===== config.mk =====
export PLATFORM = sky130hd
export DESIGN_NAME = manchester_frame_receiver_top
export DESIGN_NICKNAME = d
export VERILOG_FILES = /design/src/rtl/core/msr_pkg.sv /design/src/rtl/core/msr_decode.sv /design/src/rtl/core/msr_obuf.sv /design/src/rtl/core/manchester_frame_receiver_top.sv
export SDC_FILE = /design/constraint.sdc
export NUM_CORES = 1
export LEC_CHECK = 0
export BUFFER_PORTS_ARGS = -buffer_cell sky130_fd_sc_hd__buf_2
export CAP_MARGIN = 0
export CORE_MARGIN = 3
export CORE_UTILIZATION = 35
export DETAILED_ROUTE_END_ITERATION = 7
export PLACE_DENSITY_LB_ADDON = 0.08
export SLEW_MARGIN = 20
export SYNTH_ARGS = -nofsm -noshare
export SYNTH_HDL_FRONTEND = slang
export SYNTH_SLANG_ARGS = --single-unit
export TNS_END_PERCENT = 100

===== constraint.sdc =====
create_clock -name aclk -period 3.1 [get_ports aclk]
set_input_delay 0.31 -clock aclk [delete_from_list [all_inputs] [get_ports aclk]]
set_output_delay 0.31 -clock aclk [all_outputs]
set_load 0.02 [all_outputs]

===== src/rtl/core/msr_pkg.sv =====
// Shared types, constants and symbol decode for the Manchester frame receiver.
package msr_pkg;

    localparam int unsigned BYTE_W = 8;
    localparam int unsigned HALF_W = 9;
    localparam int unsigned NIB_W  = 4;

    localparam logic [BYTE_W-1:0] FRAME_PAIRS_RESET = 8'd141;
    localparam logic [1:0]        SYM_ONE           = 2'b01;

    typedef struct packed {
        logic [BYTE_W-1:0] data_byte;
        logic [BYTE_W-1:0] byte_index;
        logic              last;
    } result_t;

    // Four symbols, MSB first; only 01 decodes to a one.
    function automatic logic [NIB_W-1:0] symbols_to_nibble(input logic [BYTE_W-1:0] b);
        logic [NIB_W-1:0] n;
        n[3] = (b[7:6] == SYM_ONE);
        n[2] = (b[5:4] == SYM_ONE);
        n[1] = (b[3:2] == SYM_ONE);
        n[0] = (b[1:0] == SYM_ONE);
        return n;
    endfunction

endpackage


===== src/rtl/core/msr_decode.sv =====
// Input register, frame position state and pair decode.
module msr_decode (
    input  logic                        aclk,
    input  logic                        aresetn,
    input  logic                        s_valid,
    output logic                        s_ready,
    input  logic [msr_pkg::BYTE_W-1:0]  s_rx_byte,
    input  logic [msr_pkg::BYTE_W-1:0]  frame_pairs,
    input  logic                        room,
    output logic                        push,
    output msr_pkg::result_t            push_word
);
    import msr_pkg::*;

    logic               in_valid_reg, in_valid_next;
    logic [BYTE_W-1:0]  in_byte_reg;
    logic               prev_zero_reg, prev_zero_next;
    logic [HALF_W-1:0]  half_pos_reg, half_pos_next;
    logic [NIB_W-1:0]   high_nib_reg, high_nib_next;

    logic               advance;
    logic               byte_zero;
    logic [NIB_W-1:0]   nib;
    logic [BYTE_W-1:0]  pair;
    logic               is_last;
    logic [HALF_W-1:0]  half_inc;

    assign advance   = in_valid_reg && room;
    assign s_ready   = !in_valid_reg || room;
    assign byte_zero = (in_byte_reg == '0);
    assign nib       = symbols_to_nibble(in_byte_reg);
    assign pair      = half_pos_reg[HALF_W-1:1];
    assign half_inc  = half_pos_reg + HALF_W'(1);
    assign is_last   = ({1'b0, pair} + HALF_W'(1)) >= {1'b0, frame_pairs};

    assign push_word.data_byte  = {high_nib_reg, nib};
    assign push_word.byte_index = pair;
    assign push_word.last       = is_last;

    always_comb begin
        in_valid_next  = in_valid_reg;
        prev_zero_next = prev_zero_reg;
        half_pos_next  = half_pos_reg;
        high_nib_next  = high_nib_reg;
        push           = 1'b0;
        if (s_valid && s_ready) begin
            in_valid_next = 1'b1;
        end else if (advance) begin
            in_valid_next = 1'b0;
        end
        if (advance) begin
            if (byte_zero) begin
                // second zero in a row resyncs the frame
                if (prev_zero_reg) begin
                    half_pos_next = '0;
                end
                prev_zero_next = 1'b1;
            end else begin
                prev_zero_next = 1'b0;
                if (!half_pos_reg[0]) begin
                    high_nib_next = nib;
                    half_pos_next = half_inc;
                end else begin
                    push          = 1'b1;
                    half_pos_next = is_last ? '0 : half_inc;
                end
            end
        end
    end

    always_ff @(posedge aclk) begin
        if (!aresetn) begin
            in_valid_reg  <= 1'b0;
            prev_zero_reg <= 1'b1;
            half_pos_reg  <= '0;
            high_nib_reg  <= '0;
        end else begin
            in_valid_reg  <= in_valid_next;
            prev_zero_reg <= prev_zero_next;
            half_pos_reg  <= half_pos_next;
            high_nib_reg  <= high_nib_next;
        end
    end

    always_ff @(posedge aclk) begin
        if (s_valid && s_ready) begin
            in_byte_reg <= s_rx_byte;
        end
    end

endmodule


===== src/rtl/core/msr_obuf.sv =====
// Two-entry result buffer between decode and the output channel.
module msr_obuf (
    input  logic                  aclk,
    input  logic                  aresetn,
    input  logic                  push,
    input  msr_pkg::result_t      push_word,
    output logic                  room,
    output logic                  m_valid,
    input  logic                  m_ready,
    output msr_pkg::result_t      m_word
);
    import msr_pkg::*;

    result_t     mem_reg [2];
    logic        wr_ptr_reg, wr_ptr_next;
    logic        rd_ptr_reg, rd_ptr_next;
    logic [1:0]  count_reg, count_next;
    logic        pop;

    assign room    = (count_reg != 2'd2);
    assign m_valid = (count_reg != 2'd0);
    assign m_word  = mem_reg[rd_ptr_reg];
    assign pop     = m_valid && m_ready;

    always_comb begin
        wr_ptr_next = push ? !wr_ptr_reg : wr_ptr_reg;
        rd_ptr_next = pop ? !rd_ptr_reg : rd_ptr_reg;
        count_next  = count_reg + 2'(push) - 2'(pop);
    end

    always_ff @(posedge aclk) begin
        if (!aresetn) begin
            wr_ptr_reg <= 1'b0;
            rd_ptr_reg <= 1'b0;
            count_reg  <= '0;
        end else begin
            wr_ptr_reg <= wr_ptr_next;
            rd_ptr_reg <= rd_ptr_next;
            count_reg  <= count_next;
        end
    end

    always_ff @(posedge aclk) begin
        if (push) begin
            mem_reg[wr_ptr_reg] <= push_word;
        end
    end

endmodule


===== src/rtl/core/manchester_frame_receiver_top.sv =====
// Manchester frame receiver: decodes line byte pairs into indexed frame bytes.
//
//  channel  | direction | signals
//  ---------+-----------+----------------------------------------------
//  s_       | in        | s_valid, s_ready, s_rx_byte
//  m_       | out       | m_valid, m_ready, m_data_byte, m_byte_index, m_last
//  cfg_     | in        | cfg_valid, cfg_ready, cfg_frame_pairs
//
// One line byte per cycle while the result buffer has room.
// The input register feeds the decode and position counter, results go to a
// two-entry buffer, so a stalled output side still lets words in until both entries are full.
// Synchronous active-low reset; frame length resets to 141 and cfg_ready is always high.
module manchester_frame_receiver_top (
    input  logic                        aclk,
    input  logic                        aresetn,
    input  logic                        s_valid,
    output logic                        s_ready,
    input  logic [msr_pkg::BYTE_W-1:0]  s_rx_byte,
    output logic                        m_valid,
    input  logic                        m_ready,
    output logic [msr_pkg::BYTE_W-1:0]  m_data_byte,
    output logic [msr_pkg::BYTE_W-1:0]  m_byte_index,
    output logic                        m_last,
    input  logic                        cfg_valid,
    output logic                        cfg_ready,
    input  logic [msr_pkg::BYTE_W-1:0]  cfg_frame_pairs
);
    import msr_pkg::*;

    logic [BYTE_W-1:0] frame_pairs_reg;
    logic              room;
    logic              push;
    result_t           push_word;
    result_t           m_word;

    assign cfg_ready = 1'b1;

    always_ff @(posedge aclk) begin
        if (!aresetn) begin
            frame_pairs_reg <= FRAME_PAIRS_RESET;
        end else if (cfg_valid && cfg_ready) begin
            frame_pairs_reg <= cfg_frame_pairs;
        end
    end

    msr_decode u_decode (
        .aclk        (aclk),
        .aresetn     (aresetn),
        .s_valid     (s_valid),
        .s_ready     (s_ready),
        .s_rx_byte   (s_rx_byte),
        .frame_pairs (frame_pairs_reg),
        .room        (room),
        .push        (push),
        .push_word   (push_word)
    );

    msr_obuf u_obuf (
        .aclk      (aclk),
        .aresetn   (aresetn),
        .push      (push),
        .push_word (push_word),
        .room      (room),
        .m_valid   (m_valid),
        .m_ready   (m_ready),
        .m_word    (m_word)
    );

    assign m_data_byte  = m_word.data_byte;
    assign m_byte_index = m_word.byte_index;
    assign m_last       = m_word.last;

    a_push_has_room: assert property (@(posedge aclk) disable iff (!aresetn)
        push |-> room)
        else $error("result pushed into full buffer");

    a_push_shows: assert property (@(posedge aclk) disable iff (!aresetn)
        push |=> m_valid)
        else $error("pushed result not presented");

    a_top_index_last: assert property (@(posedge aclk) disable iff (!aresetn)
        (m_valid && m_byte_index == 8'hFF) |-> m_last)
        else $error("byte at top index not marked last");

    a_full_blocks_input: assert property (@(posedge aclk) disable iff (!aresetn)
        (!room && !s_ready && s_valid) |=> $stable(m_word) || $past(m_valid && m_ready))
        else $error("buffer contents changed while full and not drained");

endmodule

* Word level (Yosys, flattened, before mapping)
Memories as Yosys holds them, arrays and structs flattened. A register that Yosys moved wholly into a read port is not among the register bits. Index checks and enable logic that the tools add are counted.
Operators by class: equality and inequality tests 6, reductions and logical operators 12, add/subtract/negate cells 4, magnitude comparators 1, multiplexer cells 14, bitwise logic cells 2
Operator list (count):
- 2-to-1 mux 9 bit | 4
- 2-to-1 mux 1 bit | 10
- adder 8 x 1 -> 9 bit (second input constant) | 1
- adder 9 x 1 -> 9 bit (second input constant) | 1
- greater-or-equal comparator 9 x 8 -> 1 bit | 1
- == test 2 x 1 -> 1 bit (second input constant) | 4
- logical NOT 8 bit | 1
- nonzero test 2 bit | 2
- logical AND 1 bit | 3
- logical NOT 1 bit | 3
- AND reduction 3 bit | 1
- adder 2 x 1 -> 2 bit | 1
- inequality test 2 x 1 -> 1 bit (second input constant) | 1
- inequality test 2 bit (second input constant) | 1
- inverter 1 bit | 2
- AND reduction 2 bit | 1
- subtractor 2 x 1 -> 2 bit | 1
- logical OR 1 bit | 1
Word-level totals: memories kept 1, bits in writable memories 34, bits in registers 35
Memory list:
- u_obuf.mem_reg | words 2, width 17, read ports 1, clocked after memory_dff 1, write ports 1, line msr_obuf.sv:14 | result_t mem_reg [2];

* Logic depth before layout (Yosys ltp)
word-level depth 5, gate-level depth with buffers 11, gate-level depth less buffers 10

* Modules after synthesis
From an unflattened synthesis, not the netlist that was laid out.
Unflattened totals: cell total of the unflattened synthesis 258, area, all modules 3241.9 µm²
By module, submodules not included:
- msr_obuf | area an instance 1516.5 µm², cells an instance 76, instances 1, sequential area each 1121.1 µm²
- msr_decode | area an instance 1422.6 µm², cells an instance 155, instances 1, sequential area each 540.5 µm²
- manchester_frame_receiver_top | area an instance 302.8 µm², cells an instance 27, instances 1, sequential area each 160.2 µm²

* Worst setup path before layout
No wires, ideal clock.
path kind register -> register, start register u_decode.half_pos_reg[3], end register u_decode.half_pos_reg[5], setup time 79 ps, cell stages (with the launch flop) 12, data arrival time 2515 ps, setup slack 506 ps, clock period less this slack 2594 ps, data required time 3021 ps, path through dfxtp_1 -> clkbuf_1 -> and4_1 -> nand4_1 -> xnor2_1 -> ha_1 -> and3_1 -> a221o_1 -> a211oi_2 -> buf_2 -> o2111ai_1 -> a22oi_1
Between the ends: cells in the longest elaborated chain, start to end 5, elaborated cells between the ends (all ways) 6
Ends and longest elaborated chain:
- start: declaration | line msr_decode.sv:18 | logic [HALF_W-1:0] half_pos_reg, half_pos_next;
- start signal: assignment | line msr_decode.sv:80 | half_pos_reg <= half_pos_next;
- adder 8 x 1 -> 9 bit | line msr_decode.sv:34 | assign is_last = ({1'b0, pair} + HALF_W'(1)) >= {1'b0, frame_pairs};
- greater-or-equal comparator 9 x 8 -> 1 bit | line msr_decode.sv:34
- 2-to-1 mux 9 bit | line msr_decode.sv:65 | half_pos_next = is_last ? '0 : half_inc;
- 2-to-1 mux 9 bit * | line msr_decode.sv:60 | if (!half_pos_reg[0]) begin
- 2-to-1 mux 9 bit * | line msr_decode.sv:52 | if (byte_zero) begin
Every way passes the cells marked *; elsewhere a longest branch is shown, timed or not. A chain may end at the register's enable or synchronous reset.

* Worst setup path after layout
start register u_decode.half_pos_reg[5], end register u_decode.half_pos_reg[5]
The elaborated chain is that of the path after synthesis.

==> impl_metrics.csv <==
group,metric,value,unit
power,leakage,1.46,nW
clock_tree,htree_levels,3,
sta,max_freq,363,MHz
clock_tree,cts_tree,"done",
die,rows,34,
logic_synthesis,mappedNetlistNets,294,
critical_path,cpLargestDelayFamily,"compound AO/OA/AOI/OAI gates",
run,maxCapViolCount,0,
logic_synthesis,synthTopCellsByArea,"edfxtp_1 (39%), dfxtp_1 (18%), mux2_2 (6.0%)",
logic_synthesis,yosys_warnings,0,
global_routing,antenna_found_initial,0,
critical_path,criticalPathCategory,"reg2reg",
sta,finalHoldViolCount,0,
clock_tree,cts.sinks,70,
critical_path,cp_cell_sequence,"and4_1 > nand4_1 > xnor2_1 > ha_1 > and3_1 > a221o_1 > a211oi_2 > buf_4 > o2111ai_1 > a22oi_1",
drt,wirelength,6.15,mm
global_routing,grt_pass1_vias,1996,
drt,ant_nets,0,
sta,setup_tns,0,ps
clock_tree,numCtsBuffers,9,
power,powerDensity,633,nW/um^2
die,die_h,102,um
final_layout,diodes,0,
sta,slew_headroom,0.399,
die,dieArea,10300,um^2
global_routing,gr-total-overflow,0,
sta,setup_viol,0,
final_layout,seqCellArea,1820,um^2
final_layout,nets,334,
final_layout,area_delta_synth_final,15.2,%
final_layout,layout-drive-gt1-share,0.282,
sta,skew,12.5,ps
critical_path,arrival,3020,ps
logic_synthesis,synth_area,3190,um^2
clock_tree,clk_pin_slew,90,ps
clock_tree,clkLatencyLatePin,350,ps
drt,vias,2017,
logic_synthesis,ys_types,41,
sta,report.final.slew_viol_count,0,
die,die_w,102,um
logic_synthesis,async_reset_ff_frac,0,
place,port-buffer-count,39,
critical_path,slowest_delay,520,ps
drt,dr.pass1.iters,4,
critical_path,cp-end-kind,"register",
logic_synthesis,avgSynthCellArea,12.3,um^2
logic_synthesis,yosys.area.top_type,"edfxtp_1",
sta,fin_ws,348,ps
final_layout,multi_input_area,1240,um^2
global_routing,grt_pass1_wl,10.1,mm
logic_synthesis,ys_top_cells_by_count,"edfxtp_1 (42), dfxtp_1 (28), mux2_2 (17), nand2_1 (17), nor2b_1 (17)",
critical_path,critPathLaunchType,"register",
die,io-pin-count,41,
critical_path,crit_buf_inv,1,
logic_synthesis,synth_top_area_frac,0.395,
clock_tree,post_cts_resized,0,
global_routing,grt_max_degree,34,
sta,min_period_over_period,0.888,
drt,drtIter0Drc,107,
power,peakVddDrop,405,uV
logic_synthesis,syn_inst,260,
logic_synthesis,seq_area_frac_synth,0.570,
sta,worst_pin_slew,901,ps
sta,min_period,2750,ps
global_routing,track_usage,0.128,
drt,wl_per_cell,14.9,um
die,core_area,8810,um^2
status,outcome,"complete, no violations",
clock_tree,cts_setup_buffers,0,
place,place_hpwl,4.01,mm
logic_synthesis,ys_ff_latch,70,
critical_path,critPathMaxFanout,13,
sta,rsz0062_at_grt,"no",
clock_tree,ctsHoldBuffers,0,
place,place_congestion,0.783,
final_layout,final.fill_count,866,
drt,via_per_inst,4.88,
final_layout,largest_reg_flops,34,
die,start_util,0.363,
place,dpl_worst_slack,406,ps
clock_tree,ctsLongestPathBuffers,2,
critical_path,cp_slowest_cell,"dfxtp_1",
logic_synthesis,synth_edf_count,42,
critical_path,crit_required,3370,ps
clock_tree,cts-root-buf,"clkbuf_8",
hold_path,hp-class,"in2reg",
logic_synthesis,yosysMostFrequentCell,"edfxtp_1",
logic_synthesis,synthFlopType,"edfxtp_1",
drt,drc,0,
## routing by layer
| layer | routed length [um] | up-vias | part of all wire | global-route usage |
|---|---|---|---|---|
| li1 | - | 1020 | - | - |
| met1 | 2980 | 944 | 0.48 | 0.178 |
| met2 | 2790 | 43 | 0.45 | 0.192 |
| met3 | 272 | 10 | 0.044 | 0.0282 |
| met4 | 114 | 0 | 0.019 | 0.0552 |
| met5 | 0 | - | 0 | 0 |
## layout by cell type (no fill, tap or decap), types with 6 or more instances in the layout
cell	netlist	routed
o211ai_1	7	7
mux2_2	17	17
nand3_1	7	7
ha_1	13	13
and2_1	7	7
dfxtp_1	28	28
nor2_1	7	7
edfxtp_1	42	42
o2111ai_1	8	8
inv_1	16	16
nor2b_1	17	17
and3_1	6	6
nand2_1	17	17
mux2i_1	9	9
xnor2_1	8	8
clkbuf_8	0	9
buf_2	3	39
## through the flow
stage          cell area (um^2)  total power, W  utilization  hold slack (ps)  cells
2_1_floorplan              3190         0.00152            -              409    260
6_report                   3680         0.00233        0.418              143    413
3_5_place_dp               3490         0.00166        0.396              450    397
5_1_grt                    3680         0.00246        0.418              129    413
4_1_cts                    3680         0.00237        0.418              126    413
3_3_place_gp               3490         0.00166        0.396              447    397
## logic make-up after synthesis
logic type | count (synthesis) | synth area share
simple gates | 74 | 0.130
flops | 70 | 0.570
compound gates | 36 | 0.0932
buf+inv | 31 | 0.0411
mux | 26 | 0.0881
fa+ha+maj | 13 | 0.0509
xor+xnor | 9 | 0.0247
other cells | 1 | 0.00117
## layout make-up
cell class | count | area share
sequential | 70 | 0.495
multi-input combinational | 159 | 0.337
timing repair buffer | 44 | 0.0632
tap | 108 | 0.0367
clock buffer | 9 | 0.0337
clock inverter | 7 | 0.0177
inverter | 16 | 0.0163
## path summary, 6_finish.rpt
check	start	to	slack (ps)	depth (start not counted)
worst min register to register	u_decode.high_nib_reg[3]	u_obuf.mem_reg[0][16]	470	0
worst min-delay path	s_rx_byte[1]	u_decode.in_byte_reg[1]	140	1
worst max register to register	u_decode.half_pos_reg[5]	u_decode.half_pos_reg[5]	350	10
worst max-delay path	u_decode.half_pos_reg[5]	u_decode.half_pos_reg[5]	350	10
## where the power goes
| part | total, W | switching, W | leakage [nW] | internal (W) |
|---|---|---|---|---|
| Sequential | 0.00113 | 0.0000845 | 0.623 | 0.00105 |
| Combinational | 0.000492 | 0.000261 | 0.742 | 0.000231 |
| Clock | 0.000702 | 0.000392 | 0.0943 | 0.000310 |
| Total | 0.00233 | 0.000737 | 1.46 | 0.00159 |
No activity file was read; power rests on OpenSTA's default activity.
